<file path="config.mk">
export PLATFORM = sky130hd
export DESIGN_NAME = visibility_diff_run_encoder_core
export DESIGN_NICKNAME = d
export VERILOG_FILES = /design/src/rtl/vdre_pkg.sv /design/src/rtl/visibility_diff_run_encoder_core.sv
export SDC_FILE = /design/constraint.sdc
export NUM_CORES = 2
export LEC_CHECK = 0
export BUFFER_PORTS_ARGS = -buffer_cell sky130_fd_sc_hd__clkbuf_2
export CORE_ASPECT_RATIO = 0.9
export CORE_MARGIN = 2
export CORE_UTILIZATION = 50
export DETAILED_ROUTE_END_ITERATION = 8
export PLACE_DENSITY = 0.68
export SLEW_MARGIN = 40
export SYNTH_ARGS = -nofsm -noshare
export SYNTH_HDL_FRONTEND = slang
export SYNTH_SLANG_ARGS = --single-unit
</file>
<file path="constraint.sdc">
create_clock -name aclk -period 15.4 [get_ports aclk]
set_clock_uncertainty 0.15 [all_clocks]
set_input_delay 3.85 -clock aclk [delete_from_list [all_inputs] [get_ports aclk]]
set_output_delay 3.85 -clock aclk [all_outputs]
set_load 0.01 [all_outputs]
</file>
<file path="src/rtl/vdre_pkg.sv">
// shared types, codes and helper functions of the visibility diff run encoder
package vdre_pkg;

    localparam int STATUS_W = 3;
    localparam int PAGE_W   = 32;
    localparam int COUNT_W  = 32;
    localparam int CFG_W    = 32;
    localparam int CFG_IDX_W = 1;

    localparam logic [CFG_IDX_W-1:0] CFG_FIRST_PAGE   = 1'd0;
    localparam logic [CFG_IDX_W-1:0] CFG_ONLY_CHANGED = 1'd1;

    localparam int FIFO_AW    = 2;
    localparam int FIFO_DEPTH = 1 << FIFO_AW;

    localparam logic [STATUS_W-1:0] ST_OUT_OF_FILE = 3'd4;
    localparam logic [COUNT_W-1:0]  COUNT_MAX      = {COUNT_W{1'b1}};

    typedef struct packed {
        logic [STATUS_W-1:0] code_old;
        logic [STATUS_W-1:0] code_new;
        logic                final_page;
    } in_word_t;

    typedef struct packed {
        logic [PAGE_W-1:0]   start_pg;
        logic [PAGE_W-1:0]   run_end;
        logic [STATUS_W-1:0] run_old;
        logic [STATUS_W-1:0] run_new;
        logic                run_valid;
        logic                last;
        logic [COUNT_W-1:0]  tot_changed;
        logic [COUNT_W-1:0]  tot_vis_gain;
        logic [COUNT_W-1:0]  tot_vis_loss;
        logic [COUNT_W-1:0]  tot_frz_gain;
        logic [COUNT_W-1:0]  tot_frz_loss;
        logic [COUNT_W-1:0]  run_count;
    } out_word_t;

    function automatic logic [COUNT_W-1:0] sat_inc(input logic [COUNT_W-1:0] v);
        return (v == COUNT_MAX) ? v : v + 1'b1;
    endfunction

    function automatic logic has_vis(input logic [STATUS_W-1:0] code);
        return (code < ST_OUT_OF_FILE) && code[0];
    endfunction

    function automatic logic has_frz(input logic [STATUS_W-1:0] code);
        return (code < ST_OUT_OF_FILE) && code[1];
    endfunction

endpackage

</file>
<file path="src/rtl/visibility_diff_run_encoder_core.sv">
// visibility diff run encoder: run merging, stream totals and result queue
//
// Each input word carries the old and new visibility status of one heap page; pages are
// numbered from first_page, one per word. Neighboring pages with the same status pair are
// merged into a run, and a run is reported when the pair changes and on the word marked
// final_page, whose result also carries the stream totals (last = 1); runs whose old and
// new status are equal are not reported while only_changed is set. One word is taken per
// clock cycle as long as the four-entry result queue has two free slots; results leave it
// at one per cycle while m_ready is high, so a word that closes a run and ends the stream
// yields two results. Run state, the saturating counters and the result queue update in
// the accept cycle, and the queue entries are the output registers. Configuration writes
// on cfg_* take effect at once; first_page is sampled when a stream starts.
module visibility_diff_run_encoder_core
    import vdre_pkg::*;
(
    input  logic                 aclk,
    input  logic                 aresetn,
    input  logic                 cfg_we,
    input  logic [CFG_IDX_W-1:0] cfg_index,
    input  logic [CFG_W-1:0]     cfg_data,
    input  logic                 s_valid,
    output logic                 s_ready,
    input  in_word_t             s_word,
    output logic                 m_valid,
    input  logic                 m_ready,
    output out_word_t            m_word
);

    logic [PAGE_W-1:0]   first_page_reg;
    logic                only_changed_reg;

    logic                in_run_reg, in_run_next;
    logic [PAGE_W-1:0]   cur_start_reg, cur_start_next;
    logic [PAGE_W-1:0]   cur_page_reg, cur_page_next;
    logic [STATUS_W-1:0] cur_old_reg, cur_old_next;
    logic [STATUS_W-1:0] cur_new_reg, cur_new_next;
    logic [COUNT_W-1:0]  cnt_changed_reg, cnt_changed_next;
    logic [COUNT_W-1:0]  cnt_gain_vis_reg, cnt_gain_vis_next;
    logic [COUNT_W-1:0]  cnt_loss_vis_reg, cnt_loss_vis_next;
    logic [COUNT_W-1:0]  cnt_gain_frz_reg, cnt_gain_frz_next;
    logic [COUNT_W-1:0]  cnt_loss_frz_reg, cnt_loss_frz_next;
    logic [COUNT_W-1:0]  cnt_runs_reg, cnt_runs_next;

    out_word_t           fifo_reg [FIFO_DEPTH];
    logic [FIFO_AW-1:0]  wr_ptr_reg, wr_ptr_next;
    logic [FIFO_AW-1:0]  rd_ptr_reg, rd_ptr_next;
    logic [FIFO_AW:0]    count_reg, count_next;

    logic                accept, pop;
    logic [PAGE_W-1:0]   page;
    logic                pair_diff, new_run, emit_close, show_final;
    logic [PAGE_W-1:0]   run_start_eff;
    logic [STATUS_W-1:0] run_old_eff, run_new_eff;
    logic [COUNT_W-1:0]  changed_upd, gain_vis_upd, loss_vis_upd;
    logic [COUNT_W-1:0]  gain_frz_upd, loss_frz_upd, runs_upd;
    logic                ov, nv, of, nf, st_diff;
    out_word_t           close_word, final_word, push0_word;
    logic                push0, push1;
    logic [1:0]          n_push;

    assign s_ready = (count_reg <= (FIFO_AW+1)'(FIFO_DEPTH - 2));
    assign accept  = s_valid && s_ready;
    assign m_valid = (count_reg != '0);
    assign pop     = m_valid && m_ready;
    assign m_word  = fifo_reg[rd_ptr_reg];

    always_comb begin
        page          = in_run_reg ? cur_page_reg + 1'b1 : first_page_reg;
        pair_diff     = (s_word.code_old != cur_old_reg) || (s_word.code_new != cur_new_reg);
        new_run       = !in_run_reg || pair_diff;
        emit_close    = in_run_reg && pair_diff && !(only_changed_reg && cur_old_reg == cur_new_reg);
        run_start_eff = new_run ? page : cur_start_reg;
        run_old_eff   = new_run ? s_word.code_old : cur_old_reg;
        run_new_eff   = new_run ? s_word.code_new : cur_new_reg;
        show_final    = !(only_changed_reg && run_old_eff == run_new_eff);

        ov      = has_vis(s_word.code_old);
        nv      = has_vis(s_word.code_new);
        of      = has_frz(s_word.code_old);
        nf      = has_frz(s_word.code_new);
        st_diff = (s_word.code_old != s_word.code_new);

        changed_upd  = st_diff ? sat_inc(cnt_changed_reg) : cnt_changed_reg;
        gain_vis_upd = (st_diff && !ov && nv) ? sat_inc(cnt_gain_vis_reg) : cnt_gain_vis_reg;
        loss_vis_upd = (st_diff && ov && !nv) ? sat_inc(cnt_loss_vis_reg) : cnt_loss_vis_reg;
        gain_frz_upd = (st_diff && !of && nf) ? sat_inc(cnt_gain_frz_reg) : cnt_gain_frz_reg;
        loss_frz_upd = (st_diff && of && !nf) ? sat_inc(cnt_loss_frz_reg) : cnt_loss_frz_reg;
        runs_upd     = new_run ? sat_inc(cnt_runs_reg) : cnt_runs_reg;

        close_word           = '0;
        close_word.start_pg  = cur_start_reg;
        close_word.run_end   = cur_page_reg;
        close_word.run_old   = cur_old_reg;
        close_word.run_new   = cur_new_reg;
        close_word.run_valid = 1'b1;

        final_word = '0;
        if (show_final) begin
            final_word.start_pg  = run_start_eff;
            final_word.run_end   = page;
            final_word.run_old   = run_old_eff;
            final_word.run_new   = run_new_eff;
            final_word.run_valid = 1'b1;
        end
        final_word.last         = 1'b1;
        final_word.tot_changed  = changed_upd;
        final_word.tot_vis_gain = gain_vis_upd;
        final_word.tot_vis_loss = loss_vis_upd;
        final_word.tot_frz_gain = gain_frz_upd;
        final_word.tot_frz_loss = loss_frz_upd;
        final_word.run_count    = runs_upd;

        push0      = accept && (emit_close || s_word.final_page);
        push1      = accept && emit_close && s_word.final_page;
        push0_word = emit_close ? close_word : final_word;
        n_push     = {1'b0, push0} + {1'b0, push1};
    end

    always_comb begin
        in_run_next       = in_run_reg;
        cur_start_next    = cur_start_reg;
        cur_page_next     = cur_page_reg;
        cur_old_next      = cur_old_reg;
        cur_new_next      = cur_new_reg;
        cnt_changed_next  = cnt_changed_reg;
        cnt_gain_vis_next = cnt_gain_vis_reg;
        cnt_loss_vis_next = cnt_loss_vis_reg;
        cnt_gain_frz_next = cnt_gain_frz_reg;
        cnt_loss_frz_next = cnt_loss_frz_reg;
        cnt_runs_next     = cnt_runs_reg;
        if (accept) begin
            if (s_word.final_page) begin
                in_run_next       = 1'b0;
                cur_start_next    = '0;
                cur_page_next     = '0;
                cur_old_next      = '0;
                cur_new_next      = '0;
                cnt_changed_next  = '0;
                cnt_gain_vis_next = '0;
                cnt_loss_vis_next = '0;
                cnt_gain_frz_next = '0;
                cnt_loss_frz_next = '0;
                cnt_runs_next     = '0;
            end else begin
                in_run_next       = 1'b1;
                cur_start_next    = run_start_eff;
                cur_page_next     = page;
                cur_old_next      = run_old_eff;
                cur_new_next      = run_new_eff;
                cnt_changed_next  = changed_upd;
                cnt_gain_vis_next = gain_vis_upd;
                cnt_loss_vis_next = loss_vis_upd;
                cnt_gain_frz_next = gain_frz_upd;
                cnt_loss_frz_next = loss_frz_upd;
                cnt_runs_next     = runs_upd;
            end
        end
        wr_ptr_next = wr_ptr_reg + FIFO_AW'(n_push);
        rd_ptr_next = pop ? rd_ptr_reg + 1'b1 : rd_ptr_reg;
        count_next  = count_reg + (FIFO_AW+1)'(n_push) - (FIFO_AW+1)'(pop);
    end

    always_ff @(posedge aclk) begin
        if (!aresetn) begin
            first_page_reg   <= '0;
            only_changed_reg <= 1'b0;
            in_run_reg       <= 1'b0;
            cur_start_reg    <= '0;
            cur_page_reg     <= '0;
            cur_old_reg      <= '0;
            cur_new_reg      <= '0;
            cnt_changed_reg  <= '0;
            cnt_gain_vis_reg <= '0;
            cnt_loss_vis_reg <= '0;
            cnt_gain_frz_reg <= '0;
            cnt_loss_frz_reg <= '0;
            cnt_runs_reg     <= '0;
            wr_ptr_reg       <= '0;
            rd_ptr_reg       <= '0;
            count_reg        <= '0;
        end else begin
            if (cfg_we) begin
                unique case (cfg_index)
                    CFG_FIRST_PAGE:   first_page_reg   <= cfg_data[PAGE_W-1:0];
                    CFG_ONLY_CHANGED: only_changed_reg <= cfg_data[0];
                    default: ;
                endcase
            end
            in_run_reg       <= in_run_next;
            cur_start_reg    <= cur_start_next;
            cur_page_reg     <= cur_page_next;
            cur_old_reg      <= cur_old_next;
            cur_new_reg      <= cur_new_next;
            cnt_changed_reg  <= cnt_changed_next;
            cnt_gain_vis_reg <= cnt_gain_vis_next;
            cnt_loss_vis_reg <= cnt_loss_vis_next;
            cnt_gain_frz_reg <= cnt_gain_frz_next;
            cnt_loss_frz_reg <= cnt_loss_frz_next;
            cnt_runs_reg     <= cnt_runs_next;
            wr_ptr_reg       <= wr_ptr_next;
            rd_ptr_reg       <= rd_ptr_next;
            count_reg        <= count_next;
        end
    end

    // result queue storage, no reset
    always_ff @(posedge aclk) begin
        if (push0) begin
            fifo_reg[wr_ptr_reg] <= push0_word;
        end
        if (push1) begin
            fifo_reg[wr_ptr_reg + 1'b1] <= final_word;
        end
    end

    a_fifo_bound: assert property (@(posedge aclk) disable iff (!aresetn)
        count_reg <= (FIFO_AW+1)'(FIFO_DEPTH))
        else $error("result queue overfilled");

    a_stream_end: assert property (@(posedge aclk) disable iff (!aresetn)
        accept && s_word.final_page |=> !in_run_reg && cnt_runs_reg == '0)
        else $error("stream state not cleared after final word");

    a_stream_open: assert property (@(posedge aclk) disable iff (!aresetn)
        accept && !s_word.final_page |=> in_run_reg && cnt_runs_reg != '0)
        else $error("run not open after a non-final word");

    a_totals_zero: assert property (@(posedge aclk) disable iff (!aresetn)
        m_valid && !m_word.last |-> m_word.run_count == '0 && m_word.tot_changed == '0)
        else $error("totals on a result that is not last");

    a_close_valid: assert property (@(posedge aclk) disable iff (!aresetn)
        m_valid && !m_word.last |-> m_word.run_valid)
        else $error("closed run reported without run_valid");

endmodule
</file>
* Word-level counts from Yosys, hierarchy flattened
Memory sizes are Yosys's and may differ from the RTL's. A register that Yosys moved wholly into a read port is not among the register bits.
Cells that the tools add are included.
** Storage, ports and cells
- Bits of input ports :: 45
- Memories :: 1
- Bits in writable memories :: 1056
- Logic and storage cells :: 113
- Output and inout bits :: 266
- Register bits after elaboration :: 303
** Memory list
- fifo_reg :: words 4, width 264, rd ports 1, clocked after memory_dff 1, write ports 2, RTL line visibility_diff_run_encoder_core.sv:44 : out_word_t fifo_reg [FIFO_DEPTH];
** Operators by class
- Reductions and logical operators :: 33
- $lt $le $gt $ge :: 3
- Eq/ne operators :: 11
- Bitwise operators :: 1
- Multiplexer cells :: 35
- Add/subtract/negate cells :: 13
** Operator list (number)
- 2-to-1 mux 32 bit :: 22
- 2-to-1 mux 264 bit :: 1
- adder 32 x 1 -> 32 bit (second input constant) :: 7
- == test 32 bit (second input constant) :: 6
- 2-to-1 mux 71 bit :: 1
- logical AND 1 bit :: 21
- 2-to-1 mux 3 bit :: 4
- != test 3 bit :: 3
- == test 3 bit :: 2
- zero test 1 bit :: 6
- < comparator 3 bit (second input constant) :: 2
- 2-to-1 mux 1 bit :: 5
- adder 2 x 1 -> 2 bit (second input constant) :: 2
- 2-to-1 mux 2 bit :: 2
- AND reduction 2 bit :: 2
- adder 3 x 2 -> 3 bit :: 1
- <= comparator 3 x 2 -> 1 bit (second input constant) :: 1
- logical OR 1 bit :: 3
- nonzero test 3 bit :: 1
- subtractor 3 x 1 -> 3 bit :: 1
- adder 1 x 1 -> 2 bit :: 1
- adder 2 bit :: 1
- NOT 1 bit :: 1

* Depth between registers and ports, before layout
- Word-level depth :: 9
- Mapped depth :: 16

* Worst setup path after synthesis
Ideal clock, no wire load.
- Path type :: input port to flip-flop
- From :: input s_word[4] in the netlist's numbering
- To :: memory fifo_reg[2][0] in the netlist's numbering (enable)
- Slack :: 3391 ps
- Setup time :: 2002 ps
- Arrival :: 9857 ps
- Data required time :: 13248 ps
- Stages :: 9
- Path through :: buf_2 xnor2_1 nand4_1 buf_2 o2111a_1 clkbuf_1 a21oi_1 clkbuf_1 nand2_1
** RTL lines
- start: declaration :: RTL line visibility_diff_run_encoder_core.sv:23 : input in_word_t s_word,
- end: declaration :: RTL line visibility_diff_run_encoder_core.sv:44

==> results.toml <==
[status]
status = "finished clean"

[sta]
fin_hold_ws_ns = 0.3012
relSlewSlack_pct = 40.15
worstMarginPinSlew_ns = 0.8909
setup_ws_ns = 6.887
tns_ns = 0
max_freq_ghz = 0.1175
period_minus_slack_ns = 8.513
hold_viol_final = 0
drv_slew = 0
rsz0062_at_grt = "false"
setup_viol = 0
fin_crit_sh_pct = 55.28

[placed_design]
dp_slack_ns = 5.989
gp_congestion = 0.9239
placed_cells = 6959
port_buffers = 310
dpl.hpwl_um = 115800
place_area_sq_um = 66660

[final_layout]
nNetsFinal = 5476
final_common_cell = "edfxtp_1"
final_core_util_pct = 56.89
final_layout_size_suffix_gt1_share_pct = 17.99
postLayoutCellArea_sq_um = 71350
largest_reg_flops = 1056
layout_common_cells = "1052 x edfxtp_1, 956 x nor2_1, 344 x nand2_1"
finalNonFillerCells = 7226
syn_to_final_growth_pct = 12.52

[power]
p_leak_nw = 21.70
power.total_mw = 10.34
peakVddDrop_mv = 0.1380
power_density_nw_per_um2 = 144.9

[synth]
yosys_register_bits = 1361
synth_cells = 5295
postSynth.asyncResetShare_pct = 0
netlist_area_sq_um = 63410
synth_top_flop_cell = "edfxtp_1"
synthDistinctLibCells = 94
synth_nets = 5353
avgSynthCellArea_sq_um = 11.98
seq_area_frac_synth_pct = 59.57
yosys_warnings = 0
synth-edff-count = 1052

[global_routing]
grtUsageTotal_pct = 28.76
grt_start_max_net_pins = 130
grt_antenna_before_repair = 9
grt_overflow_total = 0
grt_pass1_wl_um = 280600
grt_pass1_vias = 44310

[worst_setup_path]
required_ns = 15.65
setup.worst_path.start_class = "input pin"
critPathKind = "input pin to flop"
crit_path_max_fanout = 64
end_kind = "flop"
arrival_ns = 8.76

[clock_network]
cts_hold_buf = 0
clk_latency_ns = 0.79
tritoncts = "yes"
clkSinkCount = 1361
cts_setup_buffers = 0
cts_made_buffers = 140
clock_path_buffers = 3
htree_levels = 4
cts_resized = 0
clkTransAtPathRegs_ns = 0.06
cts-root-buf = "clkbuf_16"

[route]
via_per_inst = 6.412
wl_per_cell_um = 26.12
ant_nets = 0
drt_iter0_markers = 5617
drtPass1Iterations = 6
vias = 46330
drc = 0
drt-total-wl_um = 188700

[worst_hold_path]
hold_path_class = "flop to flop"

[die]
core.rowCount = 123
start_util_pct = 50.56
die-area_sq_um = 129700
io_pins = 311
coreArea_sq_um = 125400
die_h_um = 341.8
die_width_um = 379.4

[flow_run]
cap_viol_max_count = 0
-- kinds of logic (layout without fill, tap and decap cells) --
logic type | after synthesis | in the layout | synth area share (%)
simple gates | 1926 | 1926 | 13.92
flops | 1361 | 1361 | 59.57
compound gates | 1016 | 1016 | 10.30
buf+inv | 464 | 701 | 2.978
mux | 308 | 308 | 10.10
xor+xnor | 207 | 207 | 2.859
fa+ha+maj | 13 | 13 | 0.2683
other cells | 0 | 7 | 0
-- area by class of cell --
class | count | area [sq um]
multi-input cells | 3470 | 24100
clock inverters | 64 | 613.1
diodes | 7 | 17.52
clock buffers | 192 | 3945
well taps | 1687 | 2111
repair buffers | 407 | 2636
fillers | 10120 | 54070
flip-flops and latches | 1361 | 37790
inverters | 38 | 147.6
-- cells in the mapped netlist (90+ instances only) --
cell type	count	area, sq um
xor2_1	117	1025
nor2_1	964	3618
o22ai_1	133	832.1
buf_2	99	495.5
a22oi_1	92	690.7
clkbuf_1	266	998.5
a31oi_1	104	650.6
o21ai_0	250	1251
xnor2_1	90	788.3
mux4_2	264	5946
dfxtp_1	309	6186
edfxtp_1	1052	31590
nand2_1	355	1333
a21oi_1	207	1036
nand3_1	115	575.6
-- worst max-delay path, stage by stage --
cell      delay (ns)
clkbuf_2        0.22
xnor2_1         0.22
and4_1          0.35
a21boi_4        0.18
buf_4           0.51
nand3_1         0.64
nand2_8         0.66
buf_4           0.60
buf_6           0.67
buf_4           0.70
-- power breakdown --
part           internal, mW  switching [mW]
Clock                  1.96            1.46
Combinational         0.948            1.56
Sequential             4.28           0.123
-- routing by layer --
| metal | vias to the layer above | part of all wire [%] | global-route usage, % |
|---|---|---|---|
| met1 | 23110 | 38 | 38.37 |
| met4 | 2 | 3.3 | 10.29 |
| met3 | 426 | 10 | 5.971 |
| met2 | 2581 | 49 | 46.76 |
| met5 | - | 0.0069 | 0 |
| li1 | 20220 | - | - |
-- worst paths after layout --
| check | startpoint | to | slack [ns] | cells after the start |
|---|---|---|---|---|
| worst min-delay path | fifo_reg[0][192] | fifo_reg[0][192] | 0.30 | 2 |
| worst max register to register | in_run_reg | fifo_reg[2][66] | 8.14 | 11 |
| worst max-delay path | s_word[6] | fifo_reg[2][66] | 6.89 | 10 |
| worst min register to register | fifo_reg[0][192] | fifo_reg[0][192] | 0.30 | 2 |
Note: power is estimated with default switching activity, not from simulation.
